**config.mk**
```make
export PLATFORM = sky130hd
export DESIGN_NAME = pcbp_out_queue
export DESIGN_NICKNAME = d
export VERILOG_FILES = /design/src/sv/pcbp_pkg.sv /design/src/sv/pcbp_out_queue.sv
export SDC_FILE = /design/constraint.sdc
export NUM_CORES = 1
export LEC_CHECK = 0
export ABC_AREA = 0
export BUFFER_PORTS_ARGS = -buffer_cell sky130_fd_sc_hd__buf_2
export CORE_ASPECT_RATIO = 0.8
export CORE_UTILIZATION = 49
export DETAILED_ROUTE_END_ITERATION = 16
export GPL_ROUTABILITY_DRIVEN = 1
export PLACE_DENSITY = 0.76
export SLEW_MARGIN = 40
export SYNTH_ARGS = -nofsm -noshare
export SYNTH_HDL_FRONTEND = slang
export SYNTH_SLANG_ARGS = --single-unit
```
**constraint.sdc**
```tcl
create_clock -name clk -period 2.9 [get_ports clk]
set_input_delay 0 -clock clk [delete_from_list [all_inputs] [get_ports clk]]
set_output_delay 0 -clock clk [all_outputs]
set_load 0.1 [all_outputs]
```
**src/sv/pcbp_pkg.sv**
```systemverilog
`default_nettype none
package pcbp_pkg;

  // Item kinds on the input channel
  localparam logic [1:0] KIND_LOAD   = 2'd0;
  localparam logic [1:0] KIND_SYMBOL = 2'd1;
  localparam logic [1:0] KIND_FLUSH  = 2'd2;

  // Field widths fixed by the interface
  localparam int SYM_W     = 8;
  localparam int CVAL_W    = 16;
  localparam int CLEN_W    = 5;
  localparam int BYTE_W    = 8;
  localparam int VBITS_W   = 4;
  localparam int PEND_W    = 7;
  localparam int PCNT_W    = 3;

  // One output word
  typedef struct packed {
    logic [BYTE_W-1:0]  out_byte;
    logic [VBITS_W-1:0] valid_bits;
    logic               last;
  } result_t;

endpackage
`default_nettype wire

```
**src/sv/pcbp_out_queue.sv**
```systemverilog
`default_nettype none
// Three-slot result queue. Takes up to two words per cycle, hands out one.
// Slot 0 is always the head; a pop shifts the rest down.
module pcbp_out_queue (
  input  wire logic             clk,
  input  wire logic             rst,
  input  wire logic             push0,
  input  wire logic             push1,
  input  wire pcbp_pkg::result_t wr0,
  input  wire pcbp_pkg::result_t wr1,
  output logic                  room,
  output logic                  out_valid,
  input  wire logic             out_ready,
  output pcbp_pkg::result_t     head
);
  import pcbp_pkg::*;

  localparam int SLOTS = 3;

  result_t    q [SLOTS];
  result_t    q_next [SLOTS];
  result_t    shifted [SLOTS];
  logic [1:0] cnt;
  logic [1:0] cnt_next;
  logic [1:0] cnt_left;
  logic       pop;

  assign out_valid = (cnt != 2'd0);
  assign head      = q[0];
  assign pop       = out_valid && out_ready;
  assign cnt_left  = cnt - {1'b0, pop};
  // room for two more words after this cycle's pop
  assign room      = (cnt_left <= 2'd1);

  // shift on pop, then drop new words in behind the survivors
  always_comb begin
    for (int i = 0; i < SLOTS - 1; i++) begin
      shifted[i] = pop ? q[i+1] : q[i];
    end
    shifted[SLOTS-1] = q[SLOTS-1];
    for (int i = 0; i < SLOTS; i++) begin
      q_next[i] = shifted[i];
      if (push0 && cnt_left == 2'(i)) begin
        q_next[i] = wr0;
      end
      if (push1 && 2'(cnt_left + 2'd1) == 2'(i)) begin
        q_next[i] = wr1;
      end
    end
    cnt_next = cnt_left + {1'b0, push0} + {1'b0, push1};
  end

  always_ff @(posedge clk) begin
    for (int i = 0; i < SLOTS; i++) begin
      q[i] <= q_next[i];
    end
  end

  always_ff @(posedge clk) begin
    if (rst) begin
      cnt <= 2'd0;
    end else begin
      cnt <= cnt_next;
    end
  end

endmodule
`default_nettype wire

```
==> impl_metrics.ini, run 1 <==
[clock_tree]
worst_setup_hold_path_clk_slew_ns = 0.08
cts_inserted_buffers = 5
cts_post_setup_buffers_inserted = 0
cts_tree = done
cts_root_buf = sky130_fd_sc_hd__clkbuf_8
later_pin_clock_latency_in_the_skew_report_ns = 0.29
numClockSinks = 41
cts.path.max_buffers = 2
htree_levels = 2

[global_route]
first_global_vias = 1368
grt_remaining_overflow = 0
track_usage_pct = 21.1
grt_first_pass_wirelength_mm = 7.29
largest_net_degree_at_the_start_of_global_routing = 41
grt_antenna_before_repair = 0

[synth]
post_synthesis_compound_gate_area_fraction_pct = 13.6
ys_seq_elements = 41
ys_warn_count = 0
synth_simple_gate_area_share_pct = 13.1
share_of_the_synthesized_netlist_area_taken_by_xor_and_xnor_gates_pct = 1.14
synthesis.area_um2 = 2190
combinational_family_with_the_most_area_after_synthesis = compound AO/OA/AOI/OAI gates
synth_fp_nets = 219
postSynthAreaPerCell_um2 = 11.8
synth_fa_ha_area_share_pct = 1.14
synth.distinct_cells = 29
synthesis.instances = 186
seq_area_frac_synth_pct = 55.3
synth.area.mux_share_pct = 7.31

[timing]
fin_worst_skew_ns = 0.00837
grt_setup_unrepaired = false
finalMaxSlewViolations = 0
slew-limit-headroom_pct = 45.7
timing_worst_slew_pin_value_ns = 0.812
final.setup.tns_ns = 0
finalCriticalPeriod_ns = 2.62
fin_crit_sh_pct = 90.4
finalSetupViolations = 0
fmaxAchievable_mhz = 382
hold_viol_final = 0

[floorplan]
floorplan.initialDensity_pct = 51.8
die_width_um = 76.8
design.portCount = 46
fp-row-count = 21
die_area_um2 = 4740
die_y_um = 61.8
coreArea_um2 = 4230

[worst_setup_path]
worst_r2r_path_depth = 7
cp-startpoint = cnt[1]
crit_family = simple AND/OR/NAND/NOR gates
end_kind = flop
crit_path_max_fanout = 17
critPathSlowestCell = sky130_fd_sc_hd__nor2b_2
regToRegSetupSlack_ns = 0.28
timing.critical_path.from_type = flop
cp.required_ns = 2.85
cp_data_arrival_time_ns = 2.57
r2r-start = cnt[1]
worstSetupPathType = flop to flop
cells_traversed_along_the_worst_timing_path = or2_4 > nand2_1 > inv_1 > ha_1 > nor2b_2 > nand2_2 > o21ai_4
critical_path.max_stage_delay_ns = 0.52
critical_path.reg2reg.endpoint = q[0][32]
critPathBufInv = 1

[drt]
drt.antenna.violating_nets = 0
routed_wirelength_mm = 4.76
post-route-drc-count = 0
via_per_inst = 5.83
first_pass_iters = 7
routed_wl_per_cell_um = 17.3
vias = 1604
detailedRoute.firstIterationViolations = 159

[finish]
area.growth.synth_to_final_pct = 14.1
drive_gt1_share_pct = 36.2
n_fill_cell = 343
ant_diodes = 0
finish.net_count = 250

[min_path]
timing.hold.worst.start = wr1[5]
worstHoldPathType = input port to flop
holdPathStages = 2
hold-path-endpoint = q[0][31]

[place]
buffer_ports.inserted = 45
place.detailed.hpwl_mm = 3.39
place_congestion = 0.911

[flow_run]
maxCapViolations = 0

[outcome]
status = finished, final reports clean
-- logic make-up (layout without fill, tap and decap cells) --
| family | Yosys count | count (layout) |
|---|---|---|
| XOR/XNOR | 2 | 2 |
| buffers and inverters | 31 | 63 |
| multiplexers | 14 | 14 |
| flip-flops | 41 | 41 |
| AND/OR/NAND/NOR | 53 | 53 |
| adder cells (fa/ha/maj) | 2 | 2 |
| AO/OA/AOI/OAI | 43 | 43 |
-- metrics by stage --
| step | hold slack [ns] | setup WS (ns) | util, % | cells | instance area [um2] |
|---|---|---|---|---|---|
| floorplan | 0.0691 | 0.159 | - | 186 | 2200 |
| global placement | 0.175 | 0.448 | 56.1 | 266 | 2370 |
| detailed placement | 0.176 | 0.342 | 56.1 | 266 | 2370 |
| CTS | 0.0444 | 0.328 | 59.1 | 275 | 2500 |
| global route | 0.0414 | 0.134 | 59.1 | 275 | 2500 |
| finish | 0.0519 | 0.279 | 59.1 | 275 | 2500 |
-- cell usage in the layout (no fill, tap or decap), types with 2 or more instances in the layout --
master	instances
sky130_fd_sc_hd__buf_2	45
sky130_fd_sc_hd__edfxtp_1	39
sky130_fd_sc_hd__nand3_1	14
sky130_fd_sc_hd__o21ai_0	14
sky130_fd_sc_hd__mux2_2	13
sky130_fd_sc_hd__and3_1	13
sky130_fd_sc_hd__a221o_1	13
sky130_fd_sc_hd__nor3_1	13
sky130_fd_sc_hd__a31oi_1	13
sky130_fd_sc_hd__buf_4	6
sky130_fd_sc_hd__clkbuf_8	5
sky130_fd_sc_hd__nand2_1	4
sky130_fd_sc_hd__inv_1	2
sky130_fd_sc_hd__nor2b_1	2
sky130_fd_sc_hd__ha_1	2
sky130_fd_sc_hd__dfxtp_1	2
-- routing by layer --
metal | up-vias | GRT usage, % | wire length [um]
met5 | - | 0 | 0
met4 | 0 | 9.34 | 37
met3 | 5 | 4.67 | 384
met2 | 94 | 29.0 | 2020
met1 | 731 | 32.0 | 2320
li1 | 774 | - | -
-- what timing repair did --
| item | in CTS | in global routing |
|---|---|---|
| gates resized for setup | 0 | 0 |
| hold buffers | 1 | 0 |
| endpoints found under the hold margin | 2 | 0 |
-- worst register-to-register path, delay by kind of cell, from the launching register on --
kind,cells,cell delay [ns]
AO/OA/AOI/OAI,1,0.28
adder cells (fa/ha/maj),1,0.38
buffers and inverters,1,0.05
flip-flops,1,0.34
AND/OR/NAND/NOR,4,1.21
-- final cells by class --
class,instances,area (um2),share of cell area (%)
Sequential cell,41,1210,48.4
Clock buffer,5,68.8,2.75
Multi-Input combinational cell,114,811,32.4
Inverter,3,11.3,0.450
Clock inverter,3,46.3,1.85
Tap cell,57,71.3,2.85
Timing Repair Buffer,52,280,11.2
-- cells in the mapped netlist --
library cell | n | area [um2]
sky130_fd_sc_hd__o21ai_0 | 15 | 75.1
sky130_fd_sc_hd__nand2b_1 | 1 | 6.26
sky130_fd_sc_hd__or2_2 | 1 | 6.26
sky130_fd_sc_hd__xnor2_1 | 1 | 8.76
sky130_fd_sc_hd__or3_1 | 1 | 6.26
sky130_fd_sc_hd__buf_4 | 16 | 120
sky130_fd_sc_hd__dfxtp_1 | 2 | 40.0
sky130_fd_sc_hd__a21oi_1 | 1 | 5.00
sky130_fd_sc_hd__o211ai_1 | 1 | 7.51
sky130_fd_sc_hd__a221o_1 | 13 | 130
sky130_fd_sc_hd__xor2_2 | 1 | 16.3
sky130_fd_sc_hd__nand2_1 | 4 | 15.0
sky130_fd_sc_hd__a31oi_1 | 13 | 81.3
sky130_fd_sc_hd__and2_1 | 1 | 6.26
sky130_fd_sc_hd__buf_2 | 5 | 25.0
sky130_fd_sc_hd__and3_1 | 13 | 81.3
sky130_fd_sc_hd__nor2b_1 | 2 | 12.5
sky130_fd_sc_hd__inv_2 | 1 | 3.75
sky130_fd_sc_hd__nand3_1 | 14 | 70.1
sky130_fd_sc_hd__inv_1 | 2 | 7.51
sky130_fd_sc_hd__nor2_1 | 1 | 3.75
sky130_fd_sc_hd__edfxtp_1 | 39 | 1170
sky130_fd_sc_hd__clkbuf_1 | 7 | 26.3
sky130_fd_sc_hd__ha_1 | 2 | 25.0
sky130_fd_sc_hd__nor3_1 | 13 | 65.1
sky130_fd_sc_hd__mux2_2 | 13 | 146
sky130_fd_sc_hd__mux2i_2 | 1 | 13.8
sky130_fd_sc_hd__nor2b_2 | 1 | 8.76
sky130_fd_sc_hd__nand2_2 | 1 | 6.26
-- how the worst max path moves through the flow --
stage                     depth (start not counted)       end
after floorplan                                   8  q[0][13]
after global placement                            7  q[0][33]
after detailed placement                          7  q[0][34]
after CTS                                         7  q[0][33]
after global routing                              7  q[0][26]
final                                             7  q[0][32]
-- state kept, by name, indices dropped and copies added, names as in the netlist --
signal	flops
cnt	2
q	39
Power of run 1 is left out: the tool's default activity adds up to more than one toggle a clock period on the data nets, which glitch-free logic cannot reach.
==> run 2: changes to the inputs <==
Settings changed: CORE_ASPECT_RATIO 0.8 to 1.2, MAX_ROUTING_LAYER from default to met4, SLEW_MARGIN 40 to 20.
==> run 2 against run 1 <==
Effect of this change: clock-buffer cell count grew 1; hold slack got worse by 0.017 ns; via count is 1.1% higher; critical path depth up 1; utilization decreased by 0.32 points; first-iteration DRC count up 9.4%; wire length rose by 0.40%; sequential share of layout area down 0.097 points; die area about the same; setup slack improved by 0.068 ns; critical endpoint is now q[0][12].
==> impl_metrics.ini, run 2 (same netlist as run 1, synthesis figures left out) <==
[floorplan]
die_area_um2 = 4740
floorplan.initialDensity_pct = 51.4
fp-row-count = 26
die_width_um = 63.0
die_y_um = 75.3
design.portCount = 46
coreArea_um2 = 4260

[place]
placedCellCount = 267
buffer_ports.inserted = 45
place_area_um2 = 2390
place_congestion = 0.779
pre_cts_slack_ns = 0.359
place.detailed.hpwl_mm = 3.01

[clock_tree]
cts_root_buf = sky130_fd_sc_hd__clkbuf_8
cts-resized-gates = 0
cts_post_setup_buffers_inserted = 0
numClockSinks = 41
worst_setup_hold_path_clk_slew_ns = 0.08
cts_tree = done
cts_inserted_buffers = 5
htree_levels = 2
cts.path.max_buffers = 2
later_pin_clock_latency_in_the_skew_report_ns = 0.29

[timing]
finalMaxSlewViolations = 0
fmaxAchievable_mhz = 392
final_ws_setup_ns = 0.348
grt_setup_unrepaired = false
timing_worst_slew_pin_value_ns = 0.931
final.setup.tns_ns = 0
finalCriticalPeriod_ns = 2.55
finalSetupViolations = 0
fin_worst_skew_ns = 0.00428
slew-limit-headroom_pct = 37.7
fin_crit_sh_pct = 88.0
hold_viol_final = 0

[finish]
ant_diodes = 0
area.growth.synth_to_final_pct = 14.3
regMostFlops = q
layout_common_cells = 45 x sky130_fd_sc_hd__buf_2, 39 x sky130_fd_sc_hd__edfxtp_1, 14 x sky130_fd_sc_hd__nand3_1, 14 x sky130_fd_sc_hd__o21ai_0
stdcell_count = 276
final_design_area_no_fill_um2 = 2500
drive_gt1_share_pct = 35.9
most_common_cell_after_layout_fill_and_taps_aside = sky130_fd_sc_hd__buf_2
finish.net_count = 252
n_fill_cell = 358
largestRegisters = q x39, cnt x2
largest_register_ff_count = 39

[worst_setup_path]
end_kind = flop
crit_path_max_fanout = 41
cp_data_arrival_time_ns = 2.72
worstSetupPathType = flop to flop
timing.critical_path.from_type = flop
cp.required_ns = 3.07

[global_route]
track_usage_pct = 22.2
met3_grt_util_pct = 5.91
largest_net_degree_at_the_start_of_global_routing = 42
global_route.peak_usage_layer = met2
grt_first_pass_wirelength_mm = 7.47
first_global_vias = 1577
grt_antenna_before_repair = 0
grt_use_met1_pct = 24.5
grt_remaining_overflow = 0
met2_usage_pct = 37.6

[drt]
drt.antenna.violating_nets = 0
routed_wirelength_mm = 4.78
post-route-drc-count = 0
via_per_inst = 5.87
first_pass_iters = 5
routed_wl_per_cell_um = 17.3
detailedRoute.firstIterationViolations = 174
vias = 1621

[flow_run]
maxCapViolations = 0

[outcome]
status = finished, final reports clean

[min_path]
worstHoldPathType = input port to flop
## run 2: cell types whose count changed in the layout (fill, tap and decap cells not counted)
cell                         before  now
sky130_fd_sc_hd__clkinv_4         1    0
sky130_fd_sc_hd__buf_4            6    8
sky130_fd_sc_hd__clkbuf_1         0    1
sky130_fd_sc_hd__clkinvlp_4       1    0
sky130_fd_sc_hd__clkinv_1         0    1
## run 2: area by class of cell
| type | count | area (um2) | area share, % |
|---|---|---|---|
| clock inverter | 2 | 33.8 | 1.35 |
| timing repair buffer | 54 | 295 | 11.8 |
| clock buffer | 6 | 72.6 | 2.90 |
| tap | 56 | 70.1 | 2.80 |
| sequential | 41 | 1210 | 48.4 |
| inverter | 3 | 11.3 | 0.450 |
| multi-input combinational | 114 | 811 | 32.4 |
## run 2: what timing repair did
item / CTS / global route
endpoints found under the hold margin: 2 / 0
hold buffers: 1 / 0
endpoints found under the setup margin: 0 / 0
## run 2: layer usage
layer,share of wire [%],wire length (um)
met1,36,1710
met4,1.6,77
met5,0,0
met2,53,2520
met3,9.9,471
## run 2: per-stage QoR
| stage | util (%) | hold slack (ns) |
|---|---|---|
| detailed placement | 56.0 | 0.175 |
| floorplan | - | 0.0691 |
| global placement | 56.0 | 0.177 |
| CTS | 58.8 | 0.0296 |
| global route | 58.8 | 0.0384 |
| finish | 58.8 | 0.0351 |
## run 2: final timing paths
path                            cells past startpoint  startpoint  endpoint  slack (ns)
worst max register to register                      8      cnt[1]  q[0][12]        0.35
worst max-delay path                                8      cnt[1]  q[0][12]        0.35
worst min-delay path                                2      wr0[6]   q[0][6]        0.04
worst min register to register                      1    q[0][24]  q[0][11]        0.56
## run 2: worst max-delay path, stage by stage (launching register included)
cell and delay (ns):
sky130_fd_sc_hd__dfxtp_1 0.34, sky130_fd_sc_hd__or2_4 0.24, sky130_fd_sc_hd__nand2_1 0.11, sky130_fd_sc_hd__inv_1 0.05
sky130_fd_sc_hd__ha_1 0.21, sky130_fd_sc_hd__xor2_2 0.19, sky130_fd_sc_hd__buf_4 0.25, sky130_fd_sc_hd__nor2_1 0.75
sky130_fd_sc_hd__a221o_1 0.29
Power of run 2 is left out for the same reason.
